--- config.mk ---
export PLATFORM = sky130hd
export DESIGN_NAME = byte_budget_drop_oldest_queue_top
export DESIGN_NICKNAME = d
export VERILOG_FILES = /design/src/sv/bbdq_pkg.sv /design/src/sv/byte_budget_drop_oldest_queue_top.sv /design/src/sv/bbdq_ram.sv
export SDC_FILE = /design/constraint.sdc
export NUM_CORES = 2
export LEC_CHECK = 0
export BUFFER_PORTS_ARGS = -buffer_cell sky130_fd_sc_hd__buf_2
export CAP_MARGIN = 40
export CORE_ASPECT_RATIO = 0.7
export CORE_UTILIZATION = 52
export CTS_CLUSTER_SIZE = 16
export DETAILED_ROUTE_END_ITERATION = 8
export PLACE_DENSITY = 0.68
export SLEW_MARGIN = 15
export SYNTH_ARGS = -nofsm -noshare
export SYNTH_HDL_FRONTEND = slang
export SYNTH_SLANG_ARGS = --single-unit
--- constraint.sdc ---
create_clock -name i_clk -period 8.8 [get_ports i_clk]
set_input_delay 1.76 -clock i_clk [delete_from_list [all_inputs] [get_ports i_clk]]
set_output_delay 1.76 -clock i_clk [all_outputs]
set_load 0.03 [all_outputs]
--- src/sv/bbdq_pkg.sv ---
package bbdq_pkg;

    localparam int ITEM_W  = 16;
    localparam int TIME_W  = 32;
    localparam int BYTES_W = 24;
    localparam int LEN_W   = 7;
    localparam int CFG_IW  = 1;
    localparam int CFG_DW  = 24;

    // request codes
    localparam logic REQ_PUSH = 1'b0;
    localparam logic REQ_POP  = 1'b1;

    // register indexes
    localparam logic [CFG_IW-1:0] REG_MAX_DEPTH = 1'b0;
    localparam logic [CFG_IW-1:0] REG_MAX_BYTES = 1'b1;

    localparam logic [LEN_W-1:0]   MAX_DEPTH_RST = 7'd64;
    localparam logic [BYTES_W-1:0] MAX_BYTES_RST = 24'd1048576;

    typedef struct packed {
        logic              req_type;
        logic [ITEM_W-1:0] item_tag;
        logic [ITEM_W-1:0] item_size;
        logic [TIME_W-1:0] time_now;
    } t_req;

    typedef struct packed {
        logic               accepted;
        logic [LEN_W-1:0]   drop_count;
        logic [ITEM_W-1:0]  pop_tag;
        logic [ITEM_W-1:0]  pop_size;
        logic [TIME_W-1:0]  pop_time;
        logic [LEN_W-1:0]   queue_length;
        logic [BYTES_W-1:0] queue_bytes;
    } t_rsp;

    // one stored descriptor
    typedef struct packed {
        logic [ITEM_W-1:0] tag;
        logic [ITEM_W-1:0] size;
        logic [TIME_W-1:0] stamp;
    } t_entry;

    typedef enum logic [4:0] {
        S_IDLE  = 5'b00001,
        S_EVAL  = 5'b00010,
        S_DROP  = 5'b00100,
        S_WRITE = 5'b01000,
        S_DONE  = 5'b10000
    } t_state;

endpackage

--- src/sv/byte_budget_drop_oldest_queue_top.sv ---
// channel   dir  handshake             payload
// in        in   i_in_valid/o_in_stall  t_req  (req_type, item_tag, item_size, time_now)
// out       out  o_out_valid/i_out_stall t_rsp (accepted .. queue_bytes)
// cfg       in   i_cfg_valid/o_cfg_ready index 0 max_depth, index 1 max_bytes
//
// pop or push without drops: eval, then drop (pop) or write (push), then done loads the result
// rejected push or pop on empty: eval goes straight to done
// each dropped head entry adds a compare pass and a subtract pass on the shared adder
// reset is synchronous active low; pointers, count, byte total clear and limits reload
// o_in_stall is high from accept until the result is loaded into the output register;
// the output register holds while i_out_stall is high, the next item may already be in work
module byte_budget_drop_oldest_queue_top #(
    parameter int DEPTH = 64
) (
    input  logic                            i_clk,
    input  logic                            i_rst_n,
    input  logic                            i_in_valid,
    output logic                            o_in_stall,
    input  bbdq_pkg::t_req                  i_in_data,
    output logic                            o_out_valid,
    input  logic                            i_out_stall,
    output bbdq_pkg::t_rsp                  o_out_data,
    input  logic                            i_cfg_valid,
    output logic                            o_cfg_ready,
    input  logic [bbdq_pkg::CFG_IW-1:0]     i_cfg_index,
    input  logic [bbdq_pkg::CFG_DW-1:0]     i_cfg_data
);

    import bbdq_pkg::*;

    localparam int AW = $clog2(DEPTH);
    localparam int CW = $clog2(DEPTH + 1);
    localparam int LW = (CW > LEN_W) ? CW : LEN_W;

    // sequencer and queue bookkeeping
    t_state             r_state, n_state;
    logic [AW-1:0]      r_head, n_head;
    logic [AW-1:0]      r_tail, n_tail;
    logic [CW-1:0]      r_count, n_count;
    logic [BYTES_W-1:0] r_total, n_total;
    logic [LEN_W-1:0]   r_max_depth, n_max_depth;
    logic [BYTES_W-1:0] r_max_bytes, n_max_bytes;

    // per-request working registers
    t_req               r_req, n_req;
    logic               r_acc, n_acc;
    logic [LEN_W-1:0]   r_drops, n_drops;
    t_entry             r_pop, n_pop;

    // output register
    logic               r_out_valid, n_out_valid;
    t_rsp               r_out, n_out;

    t_entry             rd_entry;
    logic [$bits(t_entry)-1:0] rd_bits;
    logic               ram_we;

    logic               in_take;
    logic               out_free;

    // shared arithmetic unit: total + size, or total - head size
    logic               au_sub;
    logic [BYTES_W:0]   au_b;
    logic [BYTES_W:0]   au_sum;
    logic [BYTES_W-1:0] au_clamped;
    logic               au_over;

    logic [LW-1:0]      md_ext;
    logic [LW-1:0]      lim;
    logic [LW-1:0]      cnt_ext;
    logic               need_drop;

    bbdq_ram #(
        .WIDTH ($bits(t_entry)),
        .DEPTH (DEPTH)
    ) u_store (
        .i_clk   (i_clk),
        .i_we    (ram_we),
        .i_waddr (r_tail),
        .i_wdata ({r_req.item_tag, r_req.item_size, r_req.time_now}),
        .i_raddr (r_head),
        .o_rdata (rd_bits)
    );

    assign rd_entry = t_entry'(rd_bits);
    assign ram_we   = (r_state == S_WRITE);

    assign o_in_stall  = (r_state != S_IDLE);
    assign o_cfg_ready = 1'b1;
    assign o_out_valid = r_out_valid;
    assign o_out_data  = r_out;

    assign in_take  = i_in_valid && !o_in_stall;
    assign out_free = !r_out_valid || !i_out_stall;

    // subtract only while removing the head entry
    assign au_sub = (r_state == S_DROP);
    assign au_b   = au_sub ? ~{{(BYTES_W + 1 - ITEM_W){1'b0}}, rd_entry.size}
                           : {{(BYTES_W + 1 - ITEM_W){1'b0}}, r_req.item_size};
    assign au_sum = {1'b0, r_total} + au_b + {{BYTES_W{1'b0}}, au_sub};
    // borrow shows as the top bit; the byte total floors at zero
    assign au_clamped = au_sum[BYTES_W] ? '0 : au_sum[BYTES_W-1:0];
    assign au_over    = (au_sum > {1'b0, r_max_bytes});

    // depth limit clamped into 1..DEPTH
    assign md_ext  = LW'(r_max_depth);
    assign cnt_ext = LW'(r_count);
    always_comb begin
        if (md_ext == '0) begin
            lim = LW'(1);
        end else if (md_ext > LW'(DEPTH)) begin
            lim = LW'(DEPTH);
        end else begin
            lim = md_ext;
        end
    end

    assign need_drop = (r_count != '0) && ((cnt_ext >= lim) || au_over);

    always_comb begin
        n_state     = r_state;
        n_head      = r_head;
        n_tail      = r_tail;
        n_count     = r_count;
        n_total     = r_total;
        n_max_depth = r_max_depth;
        n_max_bytes = r_max_bytes;
        n_req       = r_req;
        n_acc       = r_acc;
        n_drops     = r_drops;
        n_pop       = r_pop;
        n_out_valid = r_out_valid;
        n_out       = r_out;

        if (r_out_valid && !i_out_stall) begin
            n_out_valid = 1'b0;
        end

        if (i_cfg_valid) begin
            case (i_cfg_index)
                REG_MAX_DEPTH: n_max_depth = i_cfg_data[LEN_W-1:0];
                REG_MAX_BYTES: n_max_bytes = i_cfg_data[BYTES_W-1:0];
                default:       ;
            endcase
        end

        case (r_state)
            S_IDLE: begin
                if (in_take) begin
                    n_req   = i_in_data;
                    n_acc   = 1'b0;
                    n_drops = '0;
                    n_pop   = '0;
                    n_state = S_EVAL;
                end
            end
            S_EVAL: begin
                if (r_req.req_type == REQ_POP) begin
                    n_state = (r_count != '0) ? S_DROP : S_DONE;
                end else if ({8'd0, r_req.item_size} > r_max_bytes) begin
                    // oversize push is rejected untouched
                    n_state = S_DONE;
                end else if (need_drop) begin
                    n_state = S_DROP;
                end else begin
                    n_state = S_WRITE;
                end
            end
            S_DROP: begin
                // head read data settled during the previous cycle
                n_total = au_clamped;
                n_count = r_count - CW'(1);
                n_head  = (r_head == AW'(DEPTH - 1)) ? '0 : r_head + AW'(1);
                if (r_req.req_type == REQ_POP) begin
                    n_pop   = rd_entry;
                    n_acc   = 1'b1;
                    n_state = S_DONE;
                end else begin
                    n_drops = r_drops + LEN_W'(1);
                    n_state = S_EVAL;
                end
            end
            S_WRITE: begin
                n_tail  = (r_tail == AW'(DEPTH - 1)) ? '0 : r_tail + AW'(1);
                n_count = r_count + CW'(1);
                n_total = au_sum[BYTES_W-1:0];
                n_acc   = 1'b1;
                n_state = S_DONE;
            end
            S_DONE: begin
                if (out_free) begin
                    n_out.accepted     = r_acc;
                    n_out.drop_count   = r_drops;
                    n_out.pop_tag      = r_pop.tag;
                    n_out.pop_size     = r_pop.size;
                    n_out.pop_time     = r_pop.stamp;
                    n_out.queue_length = cnt_ext[LEN_W-1:0];
                    n_out.queue_bytes  = r_total;
                    n_out_valid        = 1'b1;
                    n_state            = S_IDLE;
                end
            end
            default: begin
                n_state = S_IDLE;
            end
        endcase
    end

    always_ff @(posedge i_clk) begin
        if (!i_rst_n) begin
            r_state     <= S_IDLE;
            r_head      <= '0;
            r_tail      <= '0;
            r_count     <= '0;
            r_total     <= '0;
            r_max_depth <= MAX_DEPTH_RST;
            r_max_bytes <= MAX_BYTES_RST;
            r_out_valid <= 1'b0;
        end else begin
            r_state     <= n_state;
            r_head      <= n_head;
            r_tail      <= n_tail;
            r_count     <= n_count;
            r_total     <= n_total;
            r_max_depth <= n_max_depth;
            r_max_bytes <= n_max_bytes;
            r_out_valid <= n_out_valid;
        end
    end

    // payload, no reset needed
    always_ff @(posedge i_clk) begin
        r_req   <= n_req;
        r_acc   <= n_acc;
        r_drops <= n_drops;
        r_pop   <= n_pop;
        r_out   <= n_out;
    end

endmodule

--- src/sv/bbdq_ram.sv ---
module bbdq_ram #(
    parameter int WIDTH = 64,
    parameter int DEPTH = 64
) (
    input  logic                     i_clk,
    input  logic                     i_we,
    input  logic [$clog2(DEPTH)-1:0] i_waddr,
    input  logic [WIDTH-1:0]         i_wdata,
    input  logic [$clog2(DEPTH)-1:0] i_raddr,
    output logic [WIDTH-1:0]         o_rdata
);

    logic [WIDTH-1:0] r_mem [DEPTH];
    logic [WIDTH-1:0] r_rdata;

    always_ff @(posedge i_clk) begin
        if (i_we) begin
            r_mem[i_waddr] <= i_wdata;
        end
        r_rdata <= r_mem[i_raddr];
    end

    assign o_rdata = r_rdata;

endmodule

==> flow_metrics.tcl <==
set metrics [dict create \
    wirelength_um 459000 \
    start_kind "flop" \
    slew_viol_final 0 \
    grt_pass1_wl_um 635000 \
    cts_buffers 410 \
    die_h_um 480 \
    ys.flop_type "edfxtp_1" \
    cts_setup_buffers 0 \
    hold_viol 0 \
    synth-edff-count 4336 \
    hold_class "flop to flop" \
    clock-root-buffer "clkbuf_16" \
    finalSetupViolations 0 \
    cp.arrival_ns 7.20 \
    portBuffers 199 \
    fin_tns_setup_ns 0 \
    p_per_area_mw_per_mm2 221 \
    cts_resized 0 \
    slew_headroom_pct 28.2 \
    worstPathMaxFanout 61 \
    antenna_found_initial 11 \
    num_vias 82000 \
    wl_per_cell_um 37.5 \
    firstDrtPassIters 5 \
    grt_pass1_vias 80100 \
    hpwl_um 244000 \
    path_clk_slew_ns 0.07 \
    finClkSkew_ns 0.0606 \
    grtUsageTotal_pct 27.8 \
    worstSetupPathType "flop to flop" \
    viasPerCell 6.70 \
    worst_ep_required_time_ns 9.60 \
    syn_area_sq_mm 0.170 \
    final_util_pct 59.6 \
    cts_buffer_depth 4 \
    die_w_um 685 \
    fin_nets 7741 \
    max-vdd-ir-drop_v 0.000176 \
    maxCapViolCount 0 \
    synth_seq_cells 4480 \
    fin_crit_ns 6.39 \
    core_area_sq_mm 0.325 \
    synth_most_common_cell "edfxtp_1" \
    drt_iter0_markers 13800 \
    drc 0 \
    io_pins 201 \
    post-route-period-util_pct 72.6 \
    avgSynthCellArea_sq_um 24.4 \
    p_total_mw 42.8 \
    synth_seq_area_share_pct 78.4 \
    synth_commonest_cells "4,336 x edfxtp_1, 1,344 x mux4_2, 204 x clkbuf_1, 158 x nor2_1, 144 x dfxtp_1" \
    cts-htree-levels 5 \
    cts_tree "yes" \
    rows 175 \
    synthArstFlopShare_pct 0 \
    gp_congestion 0.786 \
    grt_remaining_overflow 0 \
    fmax_ghz 0.156 \
    pre_cts_ws_ns 1.84 \
    yosysWarnings 0 \
    tightest_slew_ns 1.08 \
    cts.sinks 4480 \
    drive_above_1_share_pct 32.7 \
    grt_max_degree 140 \
    area_delta_synth_final_pct 14.0 \
    rsz0062_at_grt "false" \
    synth_nets 7132 \
    initial_core_util_pct 52.3 \
    die_area_sq_mm 0.329 \
    insertion_delay_ns 0.94 \
    cp-end-kind "flop" \
    status "complete, no violations" \
    ys_top_cells_by_area "edfxtp_1 77%, mux4_2 18%, dfxtp_1 1.7%, ha_1 0.58%, clkbuf_1 0.45%" \
    holdBufCountCts 0 \
    antenna_left 0 \
    synth_top_area_share_pct 76.7 \
    synth_cells 6956 \
    ys_types 56 \
    layout_setup_ws_ns 2.41 \
    synth_area_leader_cell "edfxtp_1" \
    p_leak_nw 58.8 \
]
[routing by layer]
metal / global-route usage, % / share of wire, % / vias up
met5: 0 / 0 / -
met2: 40.4 / 44 / 5938
li1: - / - / 31200
met4: 7.76 / 3.0 / 0
met3: 6.55 / 13 / 772
met1: 42.9 / 40 / 44100
[worst paths after layout]
check,startpoint,to,cells after the start,slack (ns)
max reg2reg,r_state[4]$_SDFFE_PN0P_,r_state[3]$_SDFFE_PN0P_,21,2.41
min reg2reg,r_pop[28]$_SDFFCE_PP0P_,o_out_data[59]$_DFFE_PP_,0,0.39
max,r_state[4]$_SDFFE_PN0P_,r_state[3]$_SDFFE_PN0P_,21,2.41
min,r_pop[28]$_SDFFCE_PP0P_,o_out_data[59]$_DFFE_PP_,0,0.39
[worst max-delay path, cell delays in order, from the launching register on]
cell and delay (ns):
dfxtp_1 0.34, nor3_1 0.21, nand3b_1 0.16, buf_6 0.21, inv_6 0.54, buf_4 0.71, and2_1 0.26, nor2_1 0.06
ha_1 0.37, and3_1 0.24, a31oi_1 0.15, o21ai_0 0.18, a211oi_1 0.34, nor3_1 0.13, o31a_1 0.36, xor2_1 0.18
ha_1 0.21, a2111oi_0 0.46, o2111ai_1 0.22, o21ai_0 0.26, nand4_1 0.15, a2111oi_0 0.47
[stage by stage]
step                std cells  instance area, sq um  hold WS, ns
finish                  12200                193000        0.392
global route            12200                193000        0.401
CTS                     12200                193000        0.395
detailed placement      11500                179000        0.406
global placement        11400                177000        0.403
floorplan                6956                170000        0.400
[layout by cell type, fill, tap and decap left out, drive strengths merged, types with 20 or more instances in the layout]
| cell type | count |
|---|---|
| edfxtp | 4336 |
| mux4 | 1344 |
| buf | 538 |
| clkbuf | 518 |
| nor2 | 158 |
| dfxtp | 144 |
| clkinv | 142 |
| nand2 | 109 |
| ha | 78 |
| and2 | 70 |
| bufinv | 63 |
| inv | 56 |
| a21oi | 47 |
| o21ai | 31 |
| a21boi | 24 |
| xnor2 | 23 |
| a22oi | 22 |
| nor2b | 20 |
[cells by family after synthesis]
| kind of cell | count (synthesis) | synth area share [%] |
|---|---|---|
| flops | 4480 | 78.4 |
| mux | 1350 | 17.9 |
| simple gates | 439 | 1.22 |
| buf+inv | 383 | 0.947 |
| compound gates | 184 | 0.711 |
| fa+ha+maj | 81 | 0.611 |
| xor+xnor | 38 | 0.196 |
| other cells | 1 | 0.00221 |
[layout make-up]
type,count,area [sq um]
sequential,4480,133000
fill,21900,131000
multi-input combinational,2093,35500
clock buffer,518,11100
tap,4336,5430
timing repair buffer,538,5270
clock inverter,236,2880
inverter,42,168
antenna,4,10.0
[where the power goes]
group          leakage (nW)  internal (mW)  switching [mW]  total (mW)
sequential             40.3           23.5          0.0274        23.5
combinational          11.7         0.0880           0.478       0.566
clock                  6.83           10.8            7.88        18.7
[state kept, by name, indices dropped and copies added, names as in the netlist, 6 cells and up]
register	cells
u_store.r_mem	4096
r_head	6
o_out_data	103
r_req	65
u_store.o_rdata	64
r_max_bytes	24
r_drops	7
md_ext	7
r_total	24
r_tail	6
cnt_ext	7
r_pop	64
Power figures use the tool's default switching activity.
